$ cat config.mk
export PLATFORM = sky130hd
export DESIGN_NAME = reliable_link_connection_fsm
export DESIGN_NICKNAME = d
export VERILOG_FILES = /design/src/sv/rlc_pkg.sv /design/src/sv/rlc_engine.sv /design/src/sv/rlc_grp_fifo.sv /design/src/sv/reliable_link_connection_fsm.sv
export SDC_FILE = /design/constraint.sdc
export NUM_CORES = 1
export LEC_CHECK = 0
export BUFFER_PORTS_ARGS = -buffer_cell sky130_fd_sc_hd__buf_2
export CORE_UTILIZATION = 70
export CTS_BUF_LIST = sky130_fd_sc_hd__clkbuf_8
export DETAILED_ROUTE_END_ITERATION = 12
export PLACE_DENSITY_LB_ADDON = 0.05
export SYNTH_ARGS = -nofsm -noshare
export SYNTH_HDL_FRONTEND = slang
export SYNTH_SLANG_ARGS = --single-unit
$ cat constraint.sdc
create_clock -name clk -period 12.6 [get_ports clk]
set_input_delay 0 -clock clk [delete_from_list [all_inputs] [get_ports clk]]
set_output_delay 0 -clock clk [all_outputs]
set_load 0.02 [all_outputs]
$ cat src/sv/rlc_pkg.sv
`default_nettype none

package rlc_pkg;

  localparam int TIME_W = 32;
  localparam int SEQ_W  = 8;
  localparam int CFG_IDX_W = 3;

  localparam logic [2:0] EV_OPEN      = 3'd0;
  localparam logic [2:0] EV_TICK      = 3'd1;
  localparam logic [2:0] EV_PACKET    = 3'd2;
  localparam logic [2:0] EV_DISC_REQ  = 3'd3;
  localparam logic [2:0] EV_NEW_REL   = 3'd4;
  localparam logic [2:0] EV_HS_DONE   = 3'd5;

  localparam logic [2:0] PT_DISC      = 3'd0;
  localparam logic [2:0] PT_DISC_ACK  = 3'd1;
  localparam logic [2:0] PT_KEEPALIVE = 3'd2;
  localparam logic [2:0] PT_REL_ACK   = 3'd3;
  localparam logic [2:0] PT_OTHER     = 3'd4;

  localparam logic [2:0] ST_CONNECTING    = 3'd0;
  localparam logic [2:0] ST_CONNECTED     = 3'd1;
  localparam logic [2:0] ST_DISCONNECTING = 3'd2;
  localparam logic [2:0] ST_SLEEP         = 3'd3;
  localparam logic [2:0] ST_DISCONNECTED  = 3'd4;

  localparam logic [1:0] RS_NONE    = 2'd0;
  localparam logic [1:0] RS_LOCAL   = 2'd1;
  localparam logic [1:0] RS_REMOTE  = 2'd2;
  localparam logic [1:0] RS_TIMEOUT = 2'd3;

  localparam logic [2:0] SK_STATUS    = 3'd0;
  localparam logic [2:0] SK_KEEPALIVE = 3'd1;
  localparam logic [2:0] SK_DISC      = 3'd2;
  localparam logic [2:0] SK_DISC_ACK  = 3'd3;
  localparam logic [2:0] SK_REL_ACK   = 3'd4;
  localparam logic [2:0] SK_RESEND    = 3'd5;
  localparam logic [2:0] SK_NEW_REL   = 3'd6;

  localparam logic [CFG_IDX_W-1:0] CFG_IS_SERVER    = 3'd0;
  localparam logic [CFG_IDX_W-1:0] CFG_TIMEOUT_MS   = 3'd1;
  localparam logic [CFG_IDX_W-1:0] CFG_KEEPALIVE_MS = 3'd2;
  localparam logic [CFG_IDX_W-1:0] CFG_RESEND_MS    = 3'd3;
  localparam logic [CFG_IDX_W-1:0] CFG_RETRY_MS     = 3'd4;
  localparam logic [CFG_IDX_W-1:0] CFG_RETRY_LIMIT  = 3'd5;
  localparam logic [CFG_IDX_W-1:0] CFG_SLEEP_MS     = 3'd6;

  localparam logic [TIME_W-1:0] TIMEOUT_MS_RST   = 32'd30000;
  localparam logic [TIME_W-1:0] KEEPALIVE_MS_RST = 32'd1000;
  localparam logic [TIME_W-1:0] RESEND_MS_RST    = 32'd1000;
  localparam logic [TIME_W-1:0] RETRY_MS_RST     = 32'd1000;
  localparam logic [3:0]        RETRY_LIMIT_RST  = 4'd5;
  localparam logic [TIME_W-1:0] SLEEP_MS_RST     = 32'd5000;

  typedef struct packed {
    logic [2:0]        kind;
    logic [TIME_W-1:0] now_ms;
    logic [2:0]        pkt_type;
    logic              reliable_flag;
    logic [SEQ_W-1:0]  header_seq;
    logic              header_seq_present;
    logic [SEQ_W-1:0]  ack_seq;
    logic              ack_seq_present;
  } in_item_t;

  typedef struct packed {
    logic              is_server;
    logic [TIME_W-1:0] timeout_ms;
    logic [TIME_W-1:0] keepalive_ms;
    logic [TIME_W-1:0] resend_ms;
    logic [TIME_W-1:0] retry_ms;
    logic [3:0]        retry_limit;
    logic [TIME_W-1:0] sleep_ms;
  } cfg_t;

  // sends of one request, followed by one status item
  typedef struct packed {
    logic [1:0][2:0]       send_kind;
    logic [1:0][SEQ_W-1:0] send_seq;
    logic [1:0]            n_send;
    logic [2:0]            link_state;
    logic [1:0]            reason;
    logic                  eaten;
    logic                  queue_full;
  } grp_t;

  typedef struct packed {
    logic [2:0]       send_kind;
    logic [SEQ_W-1:0] send_seq;
    logic [2:0]       link_state;
    logic [1:0]       reason;
    logic             eaten;
    logic             queue_full;
    logic             last;
  } res_t;

endpackage

`default_nettype wire

$ cat src/sv/rlc_engine.sv
`default_nettype none

module rlc_engine #(
  parameter int QUEUE_DEPTH = 16
) (
  input  wire logic              clk,
  input  wire logic              rst_n,
  input  wire logic              fire,
  input  wire rlc_pkg::in_item_t item,
  input  wire rlc_pkg::cfg_t     cfg,
  output rlc_pkg::grp_t          grp
);

  localparam int PEND_W = $clog2(QUEUE_DEPTH + 1);
  localparam int SW     = rlc_pkg::SEQ_W;
  localparam int TW     = rlc_pkg::TIME_W;

  logic [2:0]        st_r, st_nxt;
  logic [1:0]        rs_r, rs_nxt;
  logic [SW-1:0]     send_seq_r, send_seq_nxt;
  logic [SW-1:0]     recv_seq_r, recv_seq_nxt;
  logic [TW-1:0]     last_recv_r, last_recv_nxt;
  logic [TW-1:0]     last_send_r, last_send_nxt;
  logic [TW-1:0]     disc_time_r, disc_time_nxt;
  logic              disc_vld_r, disc_vld_nxt;
  logic [3:0]        retry_r, retry_nxt;
  logic [PEND_W-1:0] pend_r, pend_nxt;
  logic [TW-1:0]     head_time_r, head_time_nxt;
  logic              head_vld_r, head_vld_nxt;

  logic [SW-1:0]     head_seq;
  logic [TW-1:0]     d_recv, d_send, d_head, d_disc;
  logic              pend_nz, pend_full;
  logic              stop, in_order, eaten, full;
  logic [SW-1:0]     ack_val;
  logic [1:0]        n_send;
  logic [1:0][2:0]   s_kind;
  logic [1:0][SW-1:0] s_seq;

  assign head_seq  = send_seq_r - SW'(pend_r);
  assign d_recv    = item.now_ms - last_recv_r;
  assign d_send    = item.now_ms - last_send_r;
  assign d_head    = item.now_ms - head_time_r;
  assign d_disc    = item.now_ms - disc_time_r;
  assign pend_nz   = (pend_r != '0);
  assign pend_full = (pend_r >= PEND_W'(QUEUE_DEPTH));

  always_comb begin
    st_nxt        = st_r;
    rs_nxt        = rs_r;
    send_seq_nxt  = send_seq_r;
    recv_seq_nxt  = recv_seq_r;
    last_recv_nxt = last_recv_r;
    last_send_nxt = last_send_r;
    disc_time_nxt = disc_time_r;
    disc_vld_nxt  = disc_vld_r;
    retry_nxt     = retry_r;
    pend_nxt      = pend_r;
    head_time_nxt = head_time_r;
    head_vld_nxt  = head_vld_r;
    n_send        = 2'd0;
    s_kind        = '0;
    s_seq         = '0;
    eaten         = 1'b0;
    full          = 1'b0;
    stop          = 1'b0;
    in_order      = 1'b0;
    ack_val       = recv_seq_r;

    unique case (item.kind)
      rlc_pkg::EV_OPEN: begin
        disc_vld_nxt  = 1'b0;
        disc_time_nxt = '0;
        retry_nxt     = '0;
        pend_nxt      = '0;
        head_vld_nxt  = 1'b0;
        head_time_nxt = '0;
        send_seq_nxt  = '0;
        recv_seq_nxt  = '0;
        last_recv_nxt = item.now_ms;
        last_send_nxt = item.now_ms;
        rs_nxt        = rlc_pkg::RS_NONE;
        st_nxt        = cfg.is_server ? rlc_pkg::ST_CONNECTED : rlc_pkg::ST_CONNECTING;
      end
      rlc_pkg::EV_TICK: begin
        unique case (st_r)
          rlc_pkg::ST_CONNECTED: begin
            if (d_recv > cfg.timeout_ms) begin
              st_nxt = rlc_pkg::ST_DISCONNECTED;
              rs_nxt = rlc_pkg::RS_TIMEOUT;
            end
            if (d_send > cfg.keepalive_ms) begin
              s_kind[n_send[0]] = rlc_pkg::SK_KEEPALIVE;
              n_send            = n_send + 2'd1;
              last_send_nxt     = item.now_ms;
            end
            if (pend_nz && (!head_vld_r || d_head > cfg.resend_ms)) begin
              s_kind[n_send[0]] = rlc_pkg::SK_RESEND;
              s_seq[n_send[0]]  = head_seq;
              n_send            = n_send + 2'd1;
              last_send_nxt     = item.now_ms;
              head_time_nxt     = item.now_ms;
              head_vld_nxt      = 1'b1;
            end
          end
          rlc_pkg::ST_DISCONNECTING: begin
            if (!disc_vld_r || d_disc > cfg.retry_ms) begin
              if (retry_r < cfg.retry_limit) begin
                s_kind[n_send[0]] = rlc_pkg::SK_DISC;
                n_send            = n_send + 2'd1;
                last_send_nxt     = item.now_ms;
                disc_time_nxt     = item.now_ms;
                disc_vld_nxt      = 1'b1;
                retry_nxt         = retry_r + 4'd1;
              end else begin
                st_nxt = rlc_pkg::ST_DISCONNECTED;
                rs_nxt = rlc_pkg::RS_LOCAL;
              end
            end
          end
          rlc_pkg::ST_SLEEP: begin
            if (d_disc > cfg.sleep_ms) begin
              st_nxt = rlc_pkg::ST_DISCONNECTED;
              rs_nxt = rlc_pkg::RS_REMOTE;
            end
          end
          default: begin
          end
        endcase
      end
      rlc_pkg::EV_PACKET: begin
        last_recv_nxt = item.now_ms;
        eaten         = 1'b1;
        if (item.reliable_flag) begin
          if (!item.header_seq_present) begin
            stop = 1'b1;
          end else begin
            in_order          = (item.header_seq == recv_seq_r);
            ack_val           = in_order ? recv_seq_r + SW'(1) : recv_seq_r;
            recv_seq_nxt      = ack_val;
            s_kind[n_send[0]] = rlc_pkg::SK_REL_ACK;
            s_seq[n_send[0]]  = ack_val;
            n_send            = n_send + 2'd1;
            last_send_nxt     = item.now_ms;
            stop              = !in_order;
          end
        end
        if (!stop) begin
          unique case (item.pkt_type)
            rlc_pkg::PT_DISC: begin
              s_kind[n_send[0]] = rlc_pkg::SK_DISC_ACK;
              n_send            = n_send + 2'd1;
              last_send_nxt     = item.now_ms;
              disc_time_nxt     = item.now_ms;
              disc_vld_nxt      = 1'b1;
              st_nxt            = rlc_pkg::ST_SLEEP;
              rs_nxt            = rlc_pkg::RS_REMOTE;
            end
            rlc_pkg::PT_DISC_ACK: begin
              if (st_r == rlc_pkg::ST_DISCONNECTING) begin
                st_nxt       = rlc_pkg::ST_DISCONNECTED;
                rs_nxt       = rlc_pkg::RS_LOCAL;
                disc_vld_nxt = 1'b0;
              end
            end
            rlc_pkg::PT_KEEPALIVE: begin
            end
            rlc_pkg::PT_REL_ACK: begin
              if (item.ack_seq_present && pend_nz && item.ack_seq == head_seq + SW'(1)) begin
                pend_nxt     = pend_r - PEND_W'(1);
                head_vld_nxt = 1'b0;
              end
            end
            default: begin
              eaten = 1'b0;
            end
          endcase
        end
      end
      rlc_pkg::EV_DISC_REQ: begin
        if (st_r != rlc_pkg::ST_DISCONNECTED && st_r != rlc_pkg::ST_DISCONNECTING &&
            st_r != rlc_pkg::ST_SLEEP) begin
          st_nxt       = rlc_pkg::ST_DISCONNECTING;
          rs_nxt       = rlc_pkg::RS_LOCAL;
          disc_vld_nxt = 1'b0;
          retry_nxt    = '0;
        end
      end
      rlc_pkg::EV_NEW_REL: begin
        if (pend_full) begin
          full = 1'b1;
        end else begin
          s_kind[n_send[0]] = rlc_pkg::SK_NEW_REL;
          s_seq[n_send[0]]  = send_seq_r;
          n_send            = n_send + 2'd1;
          if (!pend_nz) begin
            head_vld_nxt = 1'b0;
          end
          pend_nxt     = pend_r + PEND_W'(1);
          send_seq_nxt = send_seq_r + SW'(1);
        end
      end
      rlc_pkg::EV_HS_DONE: begin
        if (st_r == rlc_pkg::ST_CONNECTING) begin
          st_nxt = rlc_pkg::ST_CONNECTED;
        end
      end
      default: begin
      end
    endcase

    grp.send_kind  = s_kind;
    grp.send_seq   = s_seq;
    grp.n_send     = n_send;
    grp.link_state = st_nxt;
    grp.reason     = rs_nxt;
    grp.eaten      = eaten;
    grp.queue_full = full;
  end

  always_ff @(posedge clk) begin
    if (!rst_n) begin
      st_r        <= rlc_pkg::ST_CONNECTING;
      rs_r        <= rlc_pkg::RS_NONE;
      send_seq_r  <= '0;
      recv_seq_r  <= '0;
      last_recv_r <= '0;
      last_send_r <= '0;
      disc_time_r <= '0;
      disc_vld_r  <= 1'b0;
      retry_r     <= '0;
      pend_r      <= '0;
      head_time_r <= '0;
      head_vld_r  <= 1'b0;
    end else if (fire) begin
      st_r        <= st_nxt;
      rs_r        <= rs_nxt;
      send_seq_r  <= send_seq_nxt;
      recv_seq_r  <= recv_seq_nxt;
      last_recv_r <= last_recv_nxt;
      last_send_r <= last_send_nxt;
      disc_time_r <= disc_time_nxt;
      disc_vld_r  <= disc_vld_nxt;
      retry_r     <= retry_nxt;
      pend_r      <= pend_nxt;
      head_time_r <= head_time_nxt;
      head_vld_r  <= head_vld_nxt;
    end
  end

  a_pend_bound: assert property (@(posedge clk) disable iff (!rst_n)
    pend_r <= PEND_W'(QUEUE_DEPTH))
    else $error("pending count beyond queue depth");

  a_idle_hold: assert property (@(posedge clk) disable iff (!rst_n)
    !fire |=> $stable(pend_r) && $stable(st_r) && $stable(send_seq_r))
    else $error("link state moved without a request");

  a_full_no_send: assert property (@(posedge clk) disable iff (!rst_n)
    fire && full |-> n_send == 2'd0 && pend_nxt == pend_r)
    else $error("refused request changed the queue");

endmodule

`default_nettype wire

$ cat src/sv/rlc_grp_fifo.sv
`default_nettype none

module rlc_grp_fifo (
  input  wire logic           clk,
  input  wire logic           rst_n,
  input  wire logic           push,
  input  wire rlc_pkg::grp_t  grp_in,
  output logic                full,
  output logic                out_valid,
  input  wire logic           out_stall,
  output rlc_pkg::res_t       res
);

  rlc_pkg::grp_t mem_r [2];
  logic       wr_r, rd_r;
  logic [1:0] cnt_r, cnt_nxt;
  logic [1:0] idx_r;
  rlc_pkg::grp_t head;
  logic       take, grp_done;

  assign head      = mem_r[rd_r];
  assign out_valid = (cnt_r != 2'd0);
  assign full      = (cnt_r == 2'd2);
  assign take      = out_valid && !out_stall;
  assign grp_done  = take && (idx_r == head.n_send);

  always_comb begin
    res.link_state = head.link_state;
    res.reason     = head.reason;
    res.eaten      = head.eaten;
    res.queue_full = head.queue_full;
    if (idx_r == head.n_send) begin
      res.send_kind = rlc_pkg::SK_STATUS;
      res.send_seq  = '0;
      res.last      = 1'b1;
    end else begin
      res.send_kind = head.send_kind[idx_r[0]];
      res.send_seq  = head.send_seq[idx_r[0]];
      res.last      = 1'b0;
    end
  end

  always_comb begin
    cnt_nxt = cnt_r;
    unique case ({push, grp_done})
      2'b10:   cnt_nxt = cnt_r + 2'd1;
      2'b01:   cnt_nxt = cnt_r - 2'd1;
      default: cnt_nxt = cnt_r;
    endcase
  end

  always_ff @(posedge clk) begin
    if (push) begin
      mem_r[wr_r] <= grp_in;
    end
  end

  always_ff @(posedge clk) begin
    if (!rst_n) begin
      wr_r  <= 1'b0;
      rd_r  <= 1'b0;
      cnt_r <= 2'd0;
      idx_r <= 2'd0;
    end else begin
      cnt_r <= cnt_nxt;
      if (push) begin
        wr_r <= ~wr_r;
      end
      if (grp_done) begin
        rd_r  <= ~rd_r;
        idx_r <= 2'd0;
      end else if (take) begin
        idx_r <= idx_r + 2'd1;
      end
    end
  end

  a_no_overflow: assert property (@(posedge clk) disable iff (!rst_n)
    push |-> cnt_r != 2'd2)
    else $error("request group pushed into full buffer");

  a_idx_range: assert property (@(posedge clk) disable iff (!rst_n)
    out_valid |-> idx_r <= head.n_send)
    else $error("item index past status item");

  a_last_pops: assert property (@(posedge clk) disable iff (!rst_n)
    take && res.last && !push |=> cnt_r == $past(cnt_r) - 2'd1)
    else $error("final item did not retire its group");

endmodule

`default_nettype wire

$ cat src/sv/reliable_link_connection_fsm.sv
`default_nettype none

// channel | ports                                   | accepted when
// --------+-----------------------------------------+------------------------
// in      | in_valid, in_stall, in_kind .. in_ack_*  | in_valid && !in_stall
// out     | out_valid, out_stall, out_send_kind ..   | out_valid && !out_stall
// cfg     | cfg_wr_en, cfg_index, cfg_data           | cfg_wr_en
//
// A request passes an input register, then link logic that updates the state and
// writes a group of one to three result items into a two-group buffer. Results
// leave one per cycle while out_stall is low. An accepted request waits in the input
// register while the buffer is full; out_valid rises when its group is registered.
// Reset (rst_n low, synchronous) restores the register defaults and the link state.
// in_stall rises only while the input register holds a request and the buffer is full.

module reliable_link_connection_fsm #(
  parameter int QUEUE_DEPTH = 16
) (
  input  wire logic        clk,
  input  wire logic        rst_n,

  input  wire logic        in_valid,
  output logic             in_stall,
  input  wire logic [2:0]  in_kind,
  input  wire logic [31:0] in_now_ms,
  input  wire logic [2:0]  in_pkt_type,
  input  wire logic        in_reliable_flag,
  input  wire logic [7:0]  in_header_seq,
  input  wire logic        in_header_seq_present,
  input  wire logic [7:0]  in_ack_seq,
  input  wire logic        in_ack_seq_present,

  output logic             out_valid,
  input  wire logic        out_stall,
  output logic [2:0]       out_send_kind,
  output logic [7:0]       out_send_seq,
  output logic [2:0]       out_link_state,
  output logic [1:0]       out_reason,
  output logic             out_eaten,
  output logic             out_queue_full,
  output logic             out_last,

  input  wire logic        cfg_wr_en,
  input  wire logic [2:0]  cfg_index,
  input  wire logic [31:0] cfg_data
);

  rlc_pkg::cfg_t     cfg_r;
  rlc_pkg::in_item_t item_r;
  logic              item_vld_r;
  logic              fifo_full, fire, load;
  rlc_pkg::grp_t     grp;
  rlc_pkg::res_t     res;

  assign in_stall = item_vld_r && fifo_full;
  assign load     = in_valid && !in_stall;
  assign fire     = item_vld_r && !fifo_full;

  always_ff @(posedge clk) begin
    if (!rst_n) begin
      cfg_r.is_server    <= 1'b0;
      cfg_r.timeout_ms   <= rlc_pkg::TIMEOUT_MS_RST;
      cfg_r.keepalive_ms <= rlc_pkg::KEEPALIVE_MS_RST;
      cfg_r.resend_ms    <= rlc_pkg::RESEND_MS_RST;
      cfg_r.retry_ms     <= rlc_pkg::RETRY_MS_RST;
      cfg_r.retry_limit  <= rlc_pkg::RETRY_LIMIT_RST;
      cfg_r.sleep_ms     <= rlc_pkg::SLEEP_MS_RST;
    end else if (cfg_wr_en) begin
      unique case (cfg_index)
        rlc_pkg::CFG_IS_SERVER:    cfg_r.is_server    <= cfg_data[0];
        rlc_pkg::CFG_TIMEOUT_MS:   cfg_r.timeout_ms   <= cfg_data;
        rlc_pkg::CFG_KEEPALIVE_MS: cfg_r.keepalive_ms <= cfg_data;
        rlc_pkg::CFG_RESEND_MS:    cfg_r.resend_ms    <= cfg_data;
        rlc_pkg::CFG_RETRY_MS:     cfg_r.retry_ms     <= cfg_data;
        rlc_pkg::CFG_RETRY_LIMIT:  cfg_r.retry_limit  <= cfg_data[3:0];
        rlc_pkg::CFG_SLEEP_MS:     cfg_r.sleep_ms     <= cfg_data;
        default: begin
        end
      endcase
    end
  end

  always_ff @(posedge clk) begin
    if (!rst_n) begin
      item_vld_r <= 1'b0;
    end else if (load) begin
      item_vld_r <= 1'b1;
    end else if (fire) begin
      item_vld_r <= 1'b0;
    end
  end

  always_ff @(posedge clk) begin
    if (!rst_n) begin
      item_r <= '0;
    end else if (load) begin
      item_r.kind               <= in_kind;
      item_r.now_ms             <= in_now_ms;
      item_r.pkt_type           <= in_pkt_type;
      item_r.reliable_flag      <= in_reliable_flag;
      item_r.header_seq         <= in_header_seq;
      item_r.header_seq_present <= in_header_seq_present;
      item_r.ack_seq            <= in_ack_seq;
      item_r.ack_seq_present    <= in_ack_seq_present;
    end
  end

  rlc_engine #(
    .QUEUE_DEPTH(QUEUE_DEPTH)
  ) u_engine (
    .clk   (clk),
    .rst_n (rst_n),
    .fire  (fire),
    .item  (item_r),
    .cfg   (cfg_r),
    .grp   (grp)
  );

  rlc_grp_fifo u_fifo (
    .clk       (clk),
    .rst_n     (rst_n),
    .push      (fire),
    .grp_in    (grp),
    .full      (fifo_full),
    .out_valid (out_valid),
    .out_stall (out_stall),
    .res       (res)
  );

  assign out_send_kind  = res.send_kind;
  assign out_send_seq   = res.send_seq;
  assign out_link_state = res.link_state;
  assign out_reason     = res.reason;
  assign out_eaten      = res.eaten;
  assign out_queue_full = res.queue_full;
  assign out_last       = res.last;

endmodule

`default_nettype wire

## Yosys cells after proc, flatten, opt, wreduce, memory -nomap -nowiden

Memories as Yosys holds them, arrays and structs flattened. A register that Yosys moved wholly into a read port is not among the register bits.
Cells that the tools add are included.
Widths: inputs -> output; s select.

| operators by class | value |
|---|---|
| $add $sub $neg | 16 |
| multiplexer cells | 135 |
| reduce and logical (&&, ||, !) cells | 56 |
| eq/ne operators | 46 |
| $lt $le $gt $ge | 12 |
| bitwise operators | 10 |

Operator list:

| operator | number |
|---|---|
| $mux 32 | 13 |
| $pmux 32 s3 | 2 |
| $gt 32x32->1 | 5 |
| $pmux 32 s2 | 2 |
| $sub 32x32->32 | 4 |
| $mux 8 | 11 |
| $mux 3 | 19 |
| $mux 1 | 34 |
| $mux 2 | 17 |
| $mux 16 | 2 |
| $pmux 8 s2 | 2 |
| $add 8x1->8 const B | 3 |
| $eq 3x2->1 const B | 8 |
| $pmux 8 s3 | 1 |
| $mux 5 | 4 |
| $mux 6 | 3 |
| $ne 3x2->1 const B | 6 |
| $pmux 3 s2 | 3 |
| $pmux 3 s3 | 2 |
| $reduce_and 6->1 | 3 |
| $reduce_and 9->1 | 2 |
| $and 16x16->16 | 1 |
| $eq 8x8->1 | 2 |
| $mux 4 | 4 |
| 48 further kinds | 122 |

| word-level totals | value |
|---|---|
| memory bits (writable) | 62 |
| memories | 1 |
| word-level logic and storage cells | 308 |
| output and inout bits | 21 |
| register bits after elaboration | 389 |

Memory list:

| name | depth | bits a word | read ports | clocked after Yosys merged registers in | wr ports | line | source |
|---|---|---|---|---|---|---|---|
| u_fifo.mem_r | 2 | 31 | 1 | 1 | 1 | rlc_grp_fifo.sv:14 | `rlc_pkg::grp_t mem_r [2];` |

## Longest topological paths before layout

| logic depth | value |
|---|---|
| word-level depth | 14 |
| depth in mapped cells | 31 |
| mapped depth without buffers | 29 |

## By module

A second synthesis with hierarchy kept.

| unflattened totals | value |
|---|---|
| cells, all modules | 3446 |
| area total of the unflattened synthesis | 29549.6 um^2 |

By module, submodules not included:

| module | cells each | area each (um^2) | sequential area each (um^2) | times used |
|---|---|---|---|---|
| rlc_engine | 2462 | 18232.5 | 3203.1 | 1 |
| reliable_link_connection_fsm | 847 | 8557.0 | 4464.3 | 1 |
| rlc_grp_fifo | 137 | 2760.1 | 2001.9 | 1 |

## Worst setup path before layout

OpenSTA, ideal clock, no wires.

| timing | value |
|---|---|
| path type | register -> register |
| from | register item_r[23] (netlist name) |
| to | register u_engine.last_send_r[10] |
| path buffers | 2 |
| stages on the path, launching flop included | 27 |
| data arrival time | 5343 ps |
| setup slack | 7129 ps |
| period minus slack after synthesis | 5471 ps |
| cell sequence | dfxtp_1 > ha_1 > nor2b_1 > o2111ai_1 > a31oi_1 > a211o_1 > a311o_1 > a211oi_1 > o31ai_1 > a21o_1 > nor2_1 > o311ai_0 > ha_1 > nand4_1 > nor3_1 > and4_1 > nand4_1 > a21oi_1 > a211oi_1 > a21oi_1 > inv_1 > ha_1 > o21ai_0 > o21a_1 > buf_2 > clkbuf_1 > o21ai_0 |

| between the ends | value |
|---|---|
| cells in the longest elaborated chain, start to end | 7 |
| elaborated cells between the ends (all ways) | 15 |

RTL lines:

| element | line | source |
|---|---|---|
| start: declaration | reliable_link_connection_fsm.sv:49 | `rlc_pkg::in_item_t item_r;` |
| $sub 32x32->32 | rlc_engine.sv:43 | `assign d_head = item.now_ms - head_time_r;` |
| $gt 32x32->1 | rlc_engine.sv:97 | `if (pend_nz && (!head_vld_r \|\| d_head > cfg.resend_ms)) begin` |
| $logic_or 1x1->1 | rlc_engine.sv:97 |  |
| $logic_and 1x1->1 | rlc_engine.sv:97 |  |
| $mux 32 | rlc_engine.sv:97 |  |
| $pmux 32 s2 | rlc_engine.sv:86 | `unique case (st_r)` |
| $pmux 32 s3 | rlc_engine.sv:70 | `unique case (item.kind)` |
| end signal: assignment | rlc_engine.sv:241 | `last_send_r <= last_send_nxt;` |
| end: declaration | rlc_engine.sv:23 | `logic [TW-1:0] last_send_r, last_send_nxt;` |

Parallel ways exist; a longest one is shown, timed or not.
A chain may end at the register's enable or synchronous reset.

## Worst setup path after layout

| timing | value |
|---|---|
| from | register item_r[23] (netlist name) |
| to | register u_engine.last_send_r[31] |

The elaborated chain is that of the path after synthesis.

==> flow_summary.yaml <==
run_status:
  status: "finished clean"
layout:
  final-seq-area_um2: 9670
  nets: 4101
  areaGrowthSynthToFinish_pct: 13.1
  multiInputGateArea_um2: 17300
  drive_above_1_share_pct: 8.72
  final_core_util_pct: 80.9
  fill_cells: 2631
sta:
  setup_ws_ns: 4.53
  hold-worst-slack_ns: 0.122
  final_hold_viol_count: 0
  max_slew_margin_pct: 9.15
  fin_skew_ns: 0.0211
  finalCritPeriodShare_pct: 64.0
  fmax_mhz: 124
  setup_tns_ns: 0
  finalCriticalPeriod_ns: 8.07
  finalSetupViolations: 0
  grt_setup_unrepaired: "false"
  tightest_slew_ns: 1.36
  slew_viol_final: 0
logic_synthesis:
  ys_ff_latch: 452
  syn-cell-area_um2: 28700
  synthArstFlopShare_pct: 0
  synth_cell_types: 85
  synth_edf_count: 62
  synth_cells: 3494
  synth_commonest_cells: "nand2_1 (626), dfxtp_1 (390), inv_1 (329)"
  synth_warnings: 0
  netlist.area_leader.share_pct: 27.2
  synth_area_leaders: "dfxtp_1 (27%), ha_1 (13%), nand2_1 (8.2%), edfxtp_1 (6.5%), a21boi_0 (6.0%)"
  synth.largest_area_cell: "dfxtp_1"
  seq_area_frac_synth_pct: 33.7
  yosysMostFrequentCell: "nand2_1"
  synth_top_flop_cell: "dfxtp_1"
  syn_avg_cell_area_um2: 8.21
  synthesis.nets: 3904
route:
  via_per_inst: 6.19
  first_iter_violations: 2288
  drc: 0
  drt_wl_total_um: 85400
  wl_per_cell_um: 20.0
  final_antenna_net_count: 0
  dr_total_vias: 26474
  first_pass_iters: 8
critical_path:
  crit_path_cell_trace: "ha_1, nor2b_1, o31a_1, o311ai_0, a21oi_1, a2111oi_0, o31ai_1, a31oi_1, nor2b_1, o21ai_0, a21oi_1, ha_1, nand4_1, nor4_1, a221oi_1, a31o_2, a21oi_1, o21a_2, nand3_1, o21ai_0"
  critPathCaptureType: "flop"
  cp_max_fo: 64
  slowest_delay_ns: 1.02
  arrival_ns: 8.65
  worstSetupPathType: "reg2reg"
  reg2reg_slack_ns: 4.53
  cp.required_ns: 13.18
  cp_common_cell: "a21oi_1"
  cp-start-kind: "flop"
  cp_slowest_cell: "a2111oi_0"
floorplan:
  start_util_pct: 71.5
  dieArea_um2: 41800
  coreArea_um2: 40100
  die_w_um: 204
  pin_count: 118
  std_cell_rows: 73
  die_h_um: 204
power_and_ir_drop:
  vdd_ir_drop_max_v: 0.000124
  p_int_uw: 2730
  leakage_uw: 0.0131
  power_frac_seq_pct: 38.2
  clkPwrFrac_pct: 33.8
  power.switching_uw: 1320
  p_per_area_nw_per_um2: 125
  power.total_uw: 4050
  p_comb_share_pct: 28.0
  sw_frac_of_total_pct: 32.7
global_route:
  grt_pass1_wl_um: 134000
  antenna_found_initial: 1
  grt_overflow: 0
  grt_max_degree: 189
  gr-usage-all-layers_pct: 40.7
  first_global_vias: 25886
clock_tree:
  cts_tree: "built"
  cts_resized: 0
  holdBufCountCts: 117
  cts_max_level: 3
  clk_pin_slew_ns: 0.06
  clock_path_buffers: 3
  cts_buffers: 77
  worstSkewPairLatency_ns: 0.68
  cts.sinks: 452
  clock-root-buffer: "clkbuf_8"
  cts_setup_buffers: 0
place:
  pre_cts_ws_ns: 4.74
  hpwl_um: 58900
  io_buffer_count: 117
  place.gp.congestion: 0.992
job:
  maxCapViolations: 0
worst_hold_path:
  hold_class: "in2reg"
## power groups by stage
stage	logic, uW	registers [uW]	clock network [uW]
2_1_floorplan	780	1560	0
3_3_place_gp	1020	1570	0
4_1_cts	1100	1540	1380
3_5_place_dp	1070	1570	0
5_1_grt	1240	1550	1440
6_report	1140	1550	1370
## area by class of cell
type | count | share of cell area [%]
clock buffers | 103 | 4.37
multi-input cells | 2570 | 53.3
well taps | 525 | 2.03
inverters | 331 | 3.83
diodes | 1 | 0.00772
flip-flops and latches | 452 | 29.8
repair buffers | 259 | 6.03
clock inverters | 37 | 0.598
## logic make-up (layout without fill, tap and decap cells)
family,after synthesis,after routing,share of synthesized area (%)
other cells,0,1,0
mux,30,30,1.56
xor+xnor,149,149,4.55
simple gates,1148,1148,18.0
compound gates,930,930,22.2
flops,452,452,33.7
fa+ha+maj,313,313,13.8
buf+inv,472,730,6.23
## layer usage
metal	vias up	track usage [%]	wire length [um]
met5	-	0	0
met4	0	22.5	4610
met3	322	8.31	7020
met2	1220	67.7	39700
met1	12439	49.2	34100
li1	12493	-	-
## stage by stage
stage	instances	instance area (um^2)
CTS	4277	32400
global route	4277	32400
finish	4278	32400
floorplan	3494	28700
global placement	4020	29600
detailed placement	4020	29600
## sequential cells by signal, indices dropped and copies added (netlist names), 2 cells and up, named ones only
| name | cells |
|---|---|
| cfg_r | 165 |
| item_r | 57 |
| u_engine.disc_time_r | 32 |
| u_engine.head_time_r | 32 |
| u_engine.last_recv_r | 32 |
| u_engine.last_send_r | 32 |
| u_engine.pend_r | 5 |
| u_engine.recv_seq_r | 8 |
| u_engine.retry_r | 4 |
| u_engine.rs_r | 2 |
| u_engine.send_seq_r | 8 |
| u_engine.st_r | 3 |
| u_fifo.cnt_r | 2 |
| u_fifo.idx_r | 2 |
| u_fifo.mem_r | 62 |
## critical path: cells and delay by family, from the launching register on
kind / cells / cell delay (ns)
DFF: 1 / 0.74
AOI/OAI and AO/OA: 13 / 5.25
adders and majority gates: 2 / 0.67
and+or+nand+nor: 5 / 1.23
## cell usage in the layout, fill, tap and decap left out, drive strengths merged, types with 106 or more instances in the layout
cell type    count
buf            142
a21boi         231
o21ai          165
a21oi          151
nand2          626
a21o           117
nor2           142
dlygate4sd3    117
ha             307
inv            351
xnor2          106
dfxtp          390
## worst paths after layout
path	startpoint	endpoint	cells after the start
max reg2reg	item_r[23]	u_engine.last_send_r[31]	20
min reg2reg	u_engine.last_send_r[22]	u_engine.last_send_r[22]	2
max	item_r[23]	u_engine.last_send_r[31]	20
min	in_now_ms[16]	item_r[38]	4
Power figures use the tool's default switching activity.
